[src/vms_pkg.sv]
`default_nettype none

package vms_pkg;

  localparam int unsigned CoordW = 32;
  localparam int unsigned DiffW  = CoordW + 1;
  localparam int unsigned SumW   = 2 * DiffW;
  localparam int unsigned RootW  = 34;
  localparam int unsigned RemW   = RootW + 1;
  localparam int unsigned Lanes  = 3;

  typedef struct packed {
    logic [Lanes-1:0][DiffW-1:0] mag;
    logic [Lanes-1:0]            dneg;
    logic [CoordW-1:0]           spd_mag;
    logic                        spd_neg;
    logic                        zero;
  } vms_ctx_t;

endpackage

`default_nettype wire

[src/vms_div_cell.sv]
`default_nettype none

module vms_div_cell #(
  parameter int unsigned QW    = 17,
  parameter bit          FIRST = 1'b0
) (
  input  logic                                        clk_i,
  input  logic                                        rst_ni,
  input  logic                                        en_i,
  input  logic                                        vld_i,
  input  vms_pkg::vms_ctx_t                           ctx_i,
  input  logic [vms_pkg::RootW-1:0]                   len_i,
  input  logic [vms_pkg::Lanes-1:0][vms_pkg::RemW-1:0] rem_i,
  input  logic [vms_pkg::Lanes-1:0][QW-1:0]           quo_i,
  output logic                                        vld_o,
  output vms_pkg::vms_ctx_t                           ctx_o,
  output logic [vms_pkg::RootW-1:0]                   len_o,
  output logic [vms_pkg::Lanes-1:0][vms_pkg::RemW-1:0] rem_o,
  output logic [vms_pkg::Lanes-1:0][QW-1:0]           quo_o
);

  logic [vms_pkg::Lanes-1:0][vms_pkg::RemW-1:0] shf;
  logic [vms_pkg::Lanes-1:0]                    ge;
  logic [vms_pkg::Lanes-1:0][vms_pkg::RemW-1:0] rem_d, rem_q;
  logic [vms_pkg::Lanes-1:0][QW-1:0]            quo_d, quo_q;
  logic [vms_pkg::RootW-1:0]                    len_q;
  vms_pkg::vms_ctx_t                            ctx_q;
  logic                                         vld_q;

  always_comb begin
    for (int l = 0; l < vms_pkg::Lanes; l++) begin
      shf[l]   = FIRST ? rem_i[l] : (rem_i[l] << 1);
      ge[l]    = shf[l] >= vms_pkg::RemW'(len_i);
      rem_d[l] = ge[l] ? (shf[l] - vms_pkg::RemW'(len_i)) : shf[l];
      quo_d[l] = {quo_i[l][QW-2:0], ge[l]};
    end
  end

  always_ff @(posedge clk_i or negedge rst_ni) begin
    if (!rst_ni) begin
      vld_q <= 1'b0;
    end else if (en_i) begin
      vld_q <= vld_i;
    end
  end

  always_ff @(posedge clk_i) begin
    if (en_i) begin
      ctx_q <= ctx_i;
      len_q <= len_i;
      rem_q <= rem_d;
      quo_q <= quo_d;
    end
  end

  assign vld_o = vld_q;
  assign ctx_o = ctx_q;
  assign len_o = len_q;
  assign rem_o = rem_q;
  assign quo_o = quo_q;

endmodule

`default_nettype wire

[config.mk]
export PLATFORM = sky130hd
export DESIGN_NAME = vms_div_cell
export DESIGN_NICKNAME = d
export VERILOG_FILES = /design/src/vms_pkg.sv /design/src/vms_div_cell.sv
export SDC_FILE = /design/constraint.sdc
export NUM_CORES = 1
export LEC_CHECK = 0
export BUFFER_PORTS_ARGS = -buffer_cell sky130_fd_sc_hd__buf_2
export CAP_MARGIN = 20
export CORE_AREA = 2 2 257 259
export DETAILED_ROUTE_END_ITERATION = 10
export DIE_AREA = 0 0 259 261
export GPL_ROUTABILITY_DRIVEN = 0
export PLACE_DENSITY = 0.5
export SLEW_MARGIN = 10
export SYNTH_ARGS = -nofsm -noshare
export SYNTH_HDL_FRONTEND = slang
export SYNTH_SLANG_ARGS = --single-unit
[constraint.sdc]
create_clock -name clk_i -period 1.7 [get_ports clk_i]
set_input_delay 0.17 -clock clk_i [delete_from_list [all_inputs] [get_ports clk_i]]
set_output_delay 0.17 -clock clk_i [all_outputs]
set_load 0.01 [all_outputs]
* Yosys cells after proc, flatten, opt, wreduce, memory -nomap -nowiden *
Index checks and enable logic that the tools add are counted.

word-level totals
  register bits after elaboration = 327
  latch bits = 0
  memory bits (writable) = 0
  bits in read-only memories = 0
  output and inout bits = 327
  memories kept = 0

operators by class
  $add $sub $neg = 3
  $mul = 0
  div/mod/pow operators = 0
  magnitude comparators = 3
  equality and inequality tests = 0
  shift operators = 0
  multiplexer cells = 3
  bitwise logic cells = 0
  reductions and logical operators = 0

operators by type and width
  cell                            count
  >= comparator 35 x 34 -> 1 bit  3
  2-to-1 mux 35 bit               3
  subtractor 35 x 34 -> 35 bit    3

* Logic depth before layout (Yosys ltp) *
  depth after elaboration = 2
  depth in mapped cells = 14

* Worst setup path before layout *
No wires, ideal clock.

  kind = input to register
  start point = input len_i[0] in the netlist's numbering
  end point = register rem_q, in the netlist rem_o[69] (data pin)
  library setup time = 0.260 ns
  arrival time = 2.935 ns
  data required time = 1.440 ns
  setup slack = -1.495 ns
  cell stages on the path = 11
  path buffers = 0
  path through = inv_1 -> fa_1 -> a211oi_1 -> o21ai_0 -> a31oi_1 -> o21ai_1 -> a221oi_1 -> a2bb2oi_1 -> o21ai_0 -> a41oi_1 -> mux2_2

RTL lines
  element                 RTL line            RTL
  start: declaration      vms_div_cell.sv:12  input logic [vms_pkg::RootW-1:0] len_i,
  end signal: assignment  vms_div_cell.sv:51  rem_q <= rem_d;
  end: declaration        vms_div_cell.sv:24  logic [vms_pkg::Lanes-1:0][vms_pkg::RemW-1:0] rem_d, rem_q;

==> run metrics <==
CP Capture Type=register; pwr/cell area=roughly 870 nW/µm²; CTS HTree Levels=2; Initial Util=0.257; row count=94; Syn Inst Count=1,363; pin count of the biggest net entering global routing=69; vias in the first global route=17,700; Final Hold Fails=0; Tightest Pin Transition=494 ps; Hold Path Stages=4; CTS max path bufs=3; synth warn=0; Yosys top cell area share=0.586; drt initial violations=895; hold_ws=21.6 ps; crit path from=len_i[1]; Slew HR=0.667; vias per inst=~4.6; synth top area cells=edfxtp_1, ha_1, a21oi_1, o21ai_0, xnor2_1; Fmax=380 MHz; Setup Crit Path Kind=input pin to register; Seq cells post-synth=327; Via Count=17,000; fin. max-slew vios=0; FF-to-FF setup slack=930 ps; period utilisation layout=1.55; hold_sp=rem_i[50]; Primary FF master, synth=edfxtp_1; Routed WL per cell=20.0 µm; post-route insts no fill=approximately 3,700; Max-cap violations=0; crit path DAT=3020 ps; # setup viols final=~110; unrepaired setup endpoints after global routing=yes; Worst-path clk slew=60 ps; register area share after synthesis=0.588; antenna violations before repair=18; antenna-violating nets left=0; Synth cell types=73; Num CTS Buffers=39; I/O pin count=657; Critical Path Max Stage Delay=approximately 530 ps; synthesized cell area=16,700 µm²; Leak=13.7 nW; Port-buffer cells=between 600 and 700; drt first pass iters=5; Mapped Avg Cell Area=12.3 µm²; final setup TNS=-75,850 ps; most common cell in the netlist=edfxtp_1; Req. time, crit path=2090 ps; Area growth syn-to-layout=85.3%; global-route wire length before repair=roughly 100,000 µm; clock sink total=327; critical-path cell list=buf_8 -> clkinvlp_4 -> buf_6 -> fa_2 -> a21o_1 -> a31oi_4 -> o21ai_2 -> or4b_4 -> a211oi_4 -> o21ai_4 -> nand3_4 -> mux2_4 -> o31ai_2; Worst path slowest cell=or4b_4; Critical Path Start Type=input pin; CTS root buffer=clkbuf_16; reg2reg end=vld_o$_DFFE_PN0P_; global route overflow=0; die area=between 60,000 and 70,000 µm²; run status=finished, violations left; DPL Wire Length=56,400 µm; post-synth top area cell=edfxtp_1; Peak VDD IR=~0.56 mV; DIE WIDTH=roughly 260 µm; dpl cell area=24,500 µm²; WL final=74,200 µm; dpl cells=3,249; Tot Pwr=around 27 mW; FFs w/ async S/R, synth=0.00306; R2R Path Start=vld_o$_DFFE_PN0P_; DRC=0; Chip Height=261 µm; violated checks=negative setup slack; Setup crit end=rem_o[96]$_DFFE_PP_; final net count=3,238; Post-synth EDFFs=326; worst skew pair latency=540 ps; minimum clock period=2630 ps; synth cell count leaders=edfxtp_1, a21oi_1, nand2_1, o21ai_0, ha_1; Syn Nets=1,798; clk_skew=0 ps; Reg2Reg Depth=1; All-Layer GR Usage=0.208; Core ar.=65,000 µm²; share of cells above drive strength 1=0.517; worst hold path type=input pin to register; Max Fanout on Critical Path=4; Final Cell Area=between 30,000 and 40,000 µm²; CTS tree=done; Final WS setup=-930 ps
-- registers in the layout, indices dropped and copies added, names as in the netlist --
| signal | cells |
|---|---|
| ctx_o | 136 |
| len_o | 34 |
| quo_o | 51 |
| vld_o | 1 |
| rem_o | 105 |
-- cells by family (layout without fill, tap and decap cells) --
family	Yosys count	count (layout)	synth area share
AO/OA/AOI/OAI	388	388	0.147
XOR/XNOR	84	84	0.0441
adder cells (fa/ha/maj)	105	105	0.0800
buffers and inverters	107	1576	0.0258
flip-flops	327	327	0.588
multiplexers	33	33	0.0243
other	0	5	0
AND/OR/NAND/NOR	319	319	0.0909
-- per-stage QoR --
step | setup WS, ps | utilization
floorplan | -1090 | -
global placement | -1640 | 0.377
detailed placement | -1710 | 0.377
CTS | -840 | 0.468
global route | -1010 | 0.476
finish | -930 | 0.476
-- where the power goes --
group	internal (mW)	total [mW]	leakage [nW]	switching (mW)
clock	5.23	8.65	0.639	3.42
combinational	4.10	8.04	9.90	3.94
sequential	9.91	10.2	3.20	0.273
total	19.2	26.9	13.7	7.64
-- layout make-up --
class | instances | area, µm²
Fill cell | 5875 | 34100
Timing Repair Buffer | 1442 | 10600
Sequential cell | 327 | 9810
Multi-Input combinational cell | 929 | 7860
Tap cell | 864 | 1080
Clock buffer | 47 | 1030
Inverter | 64 | 293
Clock inverter | 23 | 279
Antenna cell | 5 | 12.5
-- routing by layer --
metal / vias up / routed length, µm / global-route usage
met5: - / 22 / 0
met4: 4 / 3400 / 0.0896
met3: 140 / 3980 / 0.0368
met2: 575 / 40400 / 0.411
met1: 8228 / 26400 / 0.212
li1: 8050 / - / -
-- worst min-delay path by stage --
stage	end	slack (ps)
floorplan	vld_o$_DFFE_PN0P_	-130
global placement	vld_o$_DFFE_PN0P_	-60
detailed placement	vld_o$_DFFE_PN0P_	-50
CTS	rem_o[51]$_DFFE_PP_	2
global route	rem_o[71]$_DFFE_PP_	20
finish	rem_o[51]$_DFFE_PP_	20
-- worst max-delay path: cells and delay by family --
kind | cells | cell delay, ps
AO/OA/AOI/OAI | 6 | 1210
AND/OR/NAND/NOR | 2 | 660
adder cells (fa/ha/maj) | 1 | 360
buffers and inverters | 3 | 310
multiplexers | 1 | 310
-- what timing repair did --
action	4_1_cts	5_1_grt
hold buffers	299	0
setup buffers	63	22
pin swaps	101	61
hold endpoints to repair	306	0
endpoints found under the setup margin	108	108
resized for setup	251	92
gates cloned	6	0
-- layout by cell type (no fill, tap or decap), types with 43 or more instances in the layout --
master | synthesis | layout
nor2_1 | 72 | 53
buf_2 | 4 | 643
a21o_1 | 54 | 54
ha_1 | 102 | 74
o21ai_2 | 2 | 43
inv_1 | 64 | 43
xnor2_1 | 49 | 43
a21oi_1 | 113 | 87
buf_4 | 0 | 425
edfxtp_1 | 326 | 326
nand2_1 | 110 | 89
dlygate4sd3_1 | 0 | 299
Power figures use the tool's default switching activity.
