## src/vms_pkg.sv

```systemverilog
`default_nettype none

package vms_pkg;

  localparam int unsigned CoordW = 32;
  localparam int unsigned DiffW  = CoordW + 1;
  localparam int unsigned SumW   = 2 * DiffW;
  localparam int unsigned RootW  = 34;
  localparam int unsigned RemW   = RootW + 1;
  localparam int unsigned Lanes  = 3;

  typedef struct packed {
    logic [Lanes-1:0][DiffW-1:0] mag;
    logic [Lanes-1:0]            dneg;
    logic [CoordW-1:0]           spd_mag;
    logic                        spd_neg;
    logic                        zero;
  } vms_ctx_t;

endpackage

`default_nettype wire

```

## src/vms_sqrt_cell.sv

```systemverilog
`default_nettype none

module vms_sqrt_cell #(
  parameter int unsigned BIT = 0
) (
  input  logic                        clk_i,
  input  logic                        rst_ni,
  input  logic                        en_i,
  input  logic                        vld_i,
  input  vms_pkg::vms_ctx_t           ctx_i,
  input  logic [vms_pkg::SumW-1:0]    rem_i,
  input  logic [vms_pkg::RootW-1:0]   root_i,
  output logic                        vld_o,
  output vms_pkg::vms_ctx_t           ctx_o,
  output logic [vms_pkg::SumW-1:0]    rem_o,
  output logic [vms_pkg::RootW-1:0]   root_o
);

  localparam int unsigned TrialW = 2 * vms_pkg::RootW + 1;

  logic [TrialW-1:0]         trial;
  logic [TrialW-1:0]         rem_x;
  logic                      fits;
  logic [vms_pkg::SumW-1:0]  rem_d, rem_q;
  logic [vms_pkg::RootW-1:0] root_d, root_q;
  vms_pkg::vms_ctx_t         ctx_q;
  logic                      vld_q;

  // (2r + 2^b) * 2^b is what setting bit b adds to the square
  always_comb begin
    trial = (TrialW'(root_i) << (BIT + 1)) + (TrialW'(1) << (2 * BIT));
    rem_x = TrialW'(rem_i);
    fits  = trial <= rem_x;
    root_d = root_i;
    if (fits) begin
      rem_d       = rem_x[vms_pkg::SumW-1:0] - trial[vms_pkg::SumW-1:0];
      root_d[BIT] = 1'b1;
    end else begin
      rem_d = rem_i;
    end
  end

  always_ff @(posedge clk_i or negedge rst_ni) begin
    if (!rst_ni) begin
      vld_q <= 1'b0;
    end else if (en_i) begin
      vld_q <= vld_i;
    end
  end

  always_ff @(posedge clk_i) begin
    if (en_i) begin
      ctx_q  <= ctx_i;
      rem_q  <= rem_d;
      root_q <= root_d;
    end
  end

  assign vld_o  = vld_q;
  assign ctx_o  = ctx_q;
  assign rem_o  = rem_q;
  assign root_o = root_q;

endmodule

`default_nettype wire

```

## config.mk

```make
export PLATFORM = sky130hd
export DESIGN_NAME = vms_sqrt_cell
export DESIGN_NICKNAME = d
export VERILOG_FILES = /design/src/vms_pkg.sv /design/src/vms_sqrt_cell.sv
export SDC_FILE = /design/constraint.sdc
export NUM_CORES = 1
export LEC_CHECK = 0
export BUFFER_PORTS_ARGS = -buffer_cell sky130_fd_sc_hd__clkbuf_2
export CORE_AREA = 5 5 180 182
export DETAILED_ROUTE_END_ITERATION = 6
export DIE_AREA = 0 0 185 187
export PLACE_DENSITY_LB_ADDON = 0.25
export SLEW_MARGIN = 30
export SYNTH_ARGS = -nofsm -noshare
export SYNTH_HDL_FRONTEND = slang
export SYNTH_SLANG_ARGS = --single-unit
```

## constraint.sdc

```tcl
create_clock -name clk_i -period 2.16 [get_ports clk_i]
set_input_delay 0.324 -clock clk_i [delete_from_list [all_inputs] [get_ports clk_i]]
set_output_delay 0.324 -clock clk_i [all_outputs]
set_load 0.02 [all_outputs]
```

# Word level (Yosys, flattened, before mapping)
# Cells that the tools add are included.
[classes]
mul = 0
n_div = 0
muxes = 1
reduce_logical = 0
n_eq_ne = 0
n_shift = 0
bitwise_logic = 0
add_sub_neg = 2
order_cmp = 1
[ops]
columns = ["operator", "count"]
rows = [
  ["$le 36x66->1", 1],
  ["$mux 66", 1],
  ["$sub 66x36->66", 1],
  ["$add 35x1->36 const B", 1],
]
[totals]
latch_bits = 0
elab_cells = 15
mem_bits_rw = 0
memories = 0
in_bits = 240
reg_bits = 237
romBits = 0

# Longest topological paths before layout
[depth]
ltp_word = 3
mapped_depth = 13

# Least setup slack after synthesis
# No wires, ideal clock.
[synth_path]
kind = "in2reg"
from = "in root_i[12] (netlist bit)"
to = "reg rem_q, in the netlist rem_o[61] (data pin)"
t_arrival_ps = 2750
path_slack_ps = -848
path_stages = 12
required_ps = 1902
n_path_buf = 1
path_cell_list = "inv_1 ha_1 clkbuf_1 nand2_1 nor4_1 o21ai_1 a31oi_4 a31oi_2 o31ai_4 nand3_2 or4_4 xnor2_2"
[synth_via]
elab_chain_len = 3
elab_cells_between_ends = 4
[synth_lines]
columns = ["element", "line_no", "text"]
rows = [
  ["start, declared", "vms_sqrt_cell.sv:12", "input logic [vms_pkg::RootW-1:0] root_i,"],
  ["$add 35x1->36 (*)", "vms_sqrt_cell.sv:31", "trial = (TrialW'(root_i) << (BIT + 1)) + (TrialW'(1) << (2 * BIT));"],
  ["$sub 66x36->66 / $le 36x66->1 (equally long branches)", "vms_sqrt_cell.sv:36, vms_sqrt_cell.sv:33", ""],
  ["$mux 66 (*)", "vms_sqrt_cell.sv:35", "if (fits) begin"],
  ["via rem_d, one bit", "vms_sqrt_cell.sv:24", "logic [vms_pkg::SumW-1:0] rem_d, rem_q;"],
  ["end signal, assigned", "vms_sqrt_cell.sv:54", "rem_q <= rem_d;"],
  ["end, declared", "vms_sqrt_cell.sv:24", ""],
]
# Mark *: on every way through the listed nets, which the timed path passes. The rest lies on a longest branch.
# A chain may end at the register's enable or synchronous reset.

# Worst setup path in the final report
[layout_path]
from = "in root_i[0] (netlist bit)"
to = "reg rem_q, in the netlist rem_o[61] (data pin)"
# The elaborated chain is that of the path after synthesis.

==> metrics.md <==
| Metric | Value |
|---|---|
| Hold path depth | 1 |
| Post-synth cell types | 73 |
| Critical path, cell by cell | buf_8 > fa_2 > nand2b_4 > a21oi_2 > buf_4 > o21ai_4 > a31oi_4 > a31oi_4 > o31ai_4 > nand3_2 > or4_4 > xnor2_2 |
| Top_reg_cell synth | edfxtp_1 |
| Post-synth EDFFs | ~240 |
| Switching power | between 3000 and 4000 uW |
| Maxcap violations | 0 |
| Hold Startpoint | root_i[2] |
| Worst r2r src | vld_o |
| Cell taking the most area after synthesis | edfxtp_1 |
| Chip width | approximately 190 um |
| Cell Area, Synth | 10,550 um2 |
| Startpoint Class | primary input |
| Fin crit period | roughly 2.5 ns |
| Starting Density | between 30% and 40% |
| Cell mode on critical path | a31oi_4 |
| # fillers | 2,371 |
| Rows | 64 |
| Post-DR wirelength/cell | ~20 um |
| DP HPWL | ~31,000 um |
| Critical Path RT | 2.44 ns |
| Post-route DRC | 0 |
| Worst-Margin Slew | about 0.60 ns |
| Ys Warns | 0 |
| WP data arrival | around 2.8 ns |
| Clock Tree Buf Depth | 3 |
| Clk slew on worst S/H paths | approximately 0.06 ns |
| Post-route ant nets | 0 |
| Crit-path max cell delay | 0.51 ns |
| PnR worst setup slack | -0.3579 ns |
| Static Leak | 0.008399 uW |
| Die Y | 187 um |
| GRT Overall Usage | between 20% and 30% |
| First-pass GRT wire length | approximately 61,000 um |
| H-Tree Depth | 1 |
| Worst Path Max Fanout | 4 |
| Layout area overhead | 79.74% |
| Tightest Hold Check Type | primary input to register |
| Syn Area/Cell | ~14 um2 |
| Status | finished with violations |
| Fin. max-slew vios | 0 |
| Via count | about 9,800 |
| IO Pins | around 480 |
| Post-Route WL | ~42,000 um |
| Iter 0 DRT Violations | 565 |
| CP Class | primary input to register |
| Die area | between 30,000 and 40,000 um2 |
| Setup violations, final | between 60 and 70 |
| Cell count after synthesis | around 750 |
| Worst reg-to-reg setup slack | approximately 1.4 ns |
| Nets | between 1,500 and 2,000 |
| Seq pwr share | between 40% and 50% |
| Vias per Instance | 4.752 |
| Fraction of registers with async set/reset | less than 1% |
| Share of cells above drive strength 1 | a little under three fifths |
| Final Hold Vio Count | 0 |
| Number of global-route vias before repair | 10,330 |
| Relative max-transition margin | around three fifths |
| DRT Pass-1 Iters | 4 |
| Post-synth top area share | approximately 67% |
| Hold path endpoint | root_o[2] |
| Initial antenna violation count | 3 |
| Pwr Total | 13,660 uW |
| RSZ-0062 raised after global routing | true |
| Footprint of the multi-input gates | 4066 um2 |
| Clock Power Share | between 30% and 40% |
| PwrDens | about 700 nW/um2 |
| Int Pwr | slightly below 10,000 uW |
| Final period utilization | 116.6% |
| Core Area | about 30,000 um2 |
| Inserted Clock Buffers | 26 |
| Clock sink count | ~240 |
| Root Driver | clkbuf_16 |
| Post-synthesis sequential area ratio | 67.43% |
| Area contributors post-synth | edfxtp_1 (67%), ha_1 (4.2%), xor2_1 (3.4%) |
| Failing checks | negative setup slack |
| I/O Buffers | roughly 480 |
| Worst setup EP type | register |
| Worst flop-to-flop path endpoint | vld_o |
| GPL Wtd Cong | 0.8791 |
| Syn_nets | slightly above 1,000 |
| CTS tree | yes |
| Largest net degree at the start of global routing | 62 |
| Fmax | slightly below 0.4 GHz |
| Sw frac | between 20 and 30% |
| #FFs+latches synth | around 240 |
| Clk_lat worst skew | 0.52 ns |
| Worst R2R Path Depth | 1 |
| VDD IR-drop max | roughly 0.0009 V |
| Register area | approximately 7100 um2 |
| Pre-CTS setup slack | -1.036 ns |
| Worst Clk Skew | 0 ns |
| Slowest-stage cell, CP | or4_4 |
| Fin util | between 60% and 70% |
| Logic gate share of total power | between 20% and 30% |
| Total grt overflow | 0 |
## state kept, by name (all words and copies together) (netlist names)
register and count:
rem_o 66, ctx_o 136, root_o 34, vld_o 1
## layer usage
layer / up-vias / GRT usage, % / share of wire [%]
met5: - / 0 / 0
met3: 92 / 4.629 / 7.2
met2: 407 / 40.90 / 51
met1: 4687 / 25.68 / 37
li1: 4613 / - / -
met4: 0 / 9.514 / 4.8
## power groups by stage
stage	clock, uW	combinational, uW	sequential (uW)
CTS	4730	3240	5700
floorplan	0	809	6330
global placement	0	2800	5780
finish	4600	3340	5710
detailed placement	0	2830	5790
global route	4940	3530	5740
## synth_stat cells (all sizes together), types with 3 or more instances
| cell type | number |
|---|---|
| or4 | 5 |
| edfxtp | 236 |
| inv | 41 |
| or3 | 6 |
| o21ai | 23 |
| o31ai | 4 |
| o21bai | 5 |
| nand2 | 38 |
| nand2b | 9 |
| nor2 | 58 |
| nor4 | 14 |
| clkbuf | 16 |
| a31oi | 6 |
| xor2 | 41 |
| or2 | 3 |
| nand3 | 12 |
| a21o | 13 |
| o211ai | 6 |
| nand4 | 12 |
| nor3 | 20 |
| ha | 35 |
| mux2 | 8 |
| a21boi | 4 |
| a21oi | 70 |
| buf | 10 |
| xnor2 | 23 |
## repair_timing
item,in CTS,in global routing
resized for setup,90,76
endpoints found under the setup margin,67,67
pin swaps,31,19
hold buffers,161,0
endpoints found under the hold margin,161,0
setup buffers,18,17
gates cloned,1,0
## logic make-up (layout without fill, tap and decap cells)
logic type | Yosys count | in the layout | synth area share [%]
compound gates | 153 | 153 | 9.300
flops | 237 | 237 | 67.43
fa+ha+maj | 36 | 36 | 4.342
simple gates | 186 | 186 | 9.644
xor+xnor | 64 | 64 | 5.385
other cells | 0 | 3 | 0
mux | 8 | 8 | 1.032
buf+inv | 67 | 979 | 2.871
## metrics by stage
step / setup TNS, ns / instance area (um2) / hold slack (ns) / instances
finish: -12.40 / 18960 / 0.02565 / 2062
global route: -18.95 / 18960 / 0.008167 / 2061
CTS: -9.588 / 18510 / 0.003795 / 2043
detailed placement: -60.85 / 15380 / 0.1031 / 1815
global placement: -55.21 / 15380 / 0.1007 / 1815
floorplan: -29.25 / 10970 / 0.02841 / 751
## cells in the final DEF, fill, tap and decap left out, types with 11 or more instances in the layout
cell	n
o21ai_0	12
nor2_1	44
xor2_1	37
inv_1	30
xnor2_1	20
a21oi_2	18
buf_4	226
nand2_1	30
nand4_1	11
nand3_1	11
clkbuf_2	462
a21o_1	13
edfxtp_1	236
ha_4	23
a21oi_1	49
clkbuf_16	27
dlygate4sd3_1	161
ha_1	12
buf_6	19
## critical path, delay by kind of cell
| family | cells | cell delay (ns) |
|---|---|---|
| AOI/OAI and AO/OA | 5 | 0.85 |
| and+or+nand+nor | 3 | 0.82 |
| adders and majority gates | 1 | 0.42 |
| buffers and inverters | 2 | 0.23 |
| xor gates and xnor gates | 1 | 0.14 |
## area by class of cell
cell class	instances	area share, %
sequential	237	37.51
antenna	3	0.03960
clock inverter	13	0.7986
inverter	41	0.9570
tap	396	2.614
timing repair buffer	890	32.75
multi-input combinational	447	21.45
clock buffer	35	3.881
## worst max path at each step
stage                     startpoint         to  slack, ns
after floorplan           root_i[11]  rem_o[61]      -0.71
after global placement     root_i[0]  rem_o[61]      -0.99
after detailed placement  root_i[22]  rem_o[42]      -1.04
after CTS                  root_i[0]  rem_o[61]      -0.29
after global routing       root_i[7]  rem_o[59]      -0.46
final                      root_i[0]  rem_o[61]      -0.36
Power figures use the tool's default switching activity.
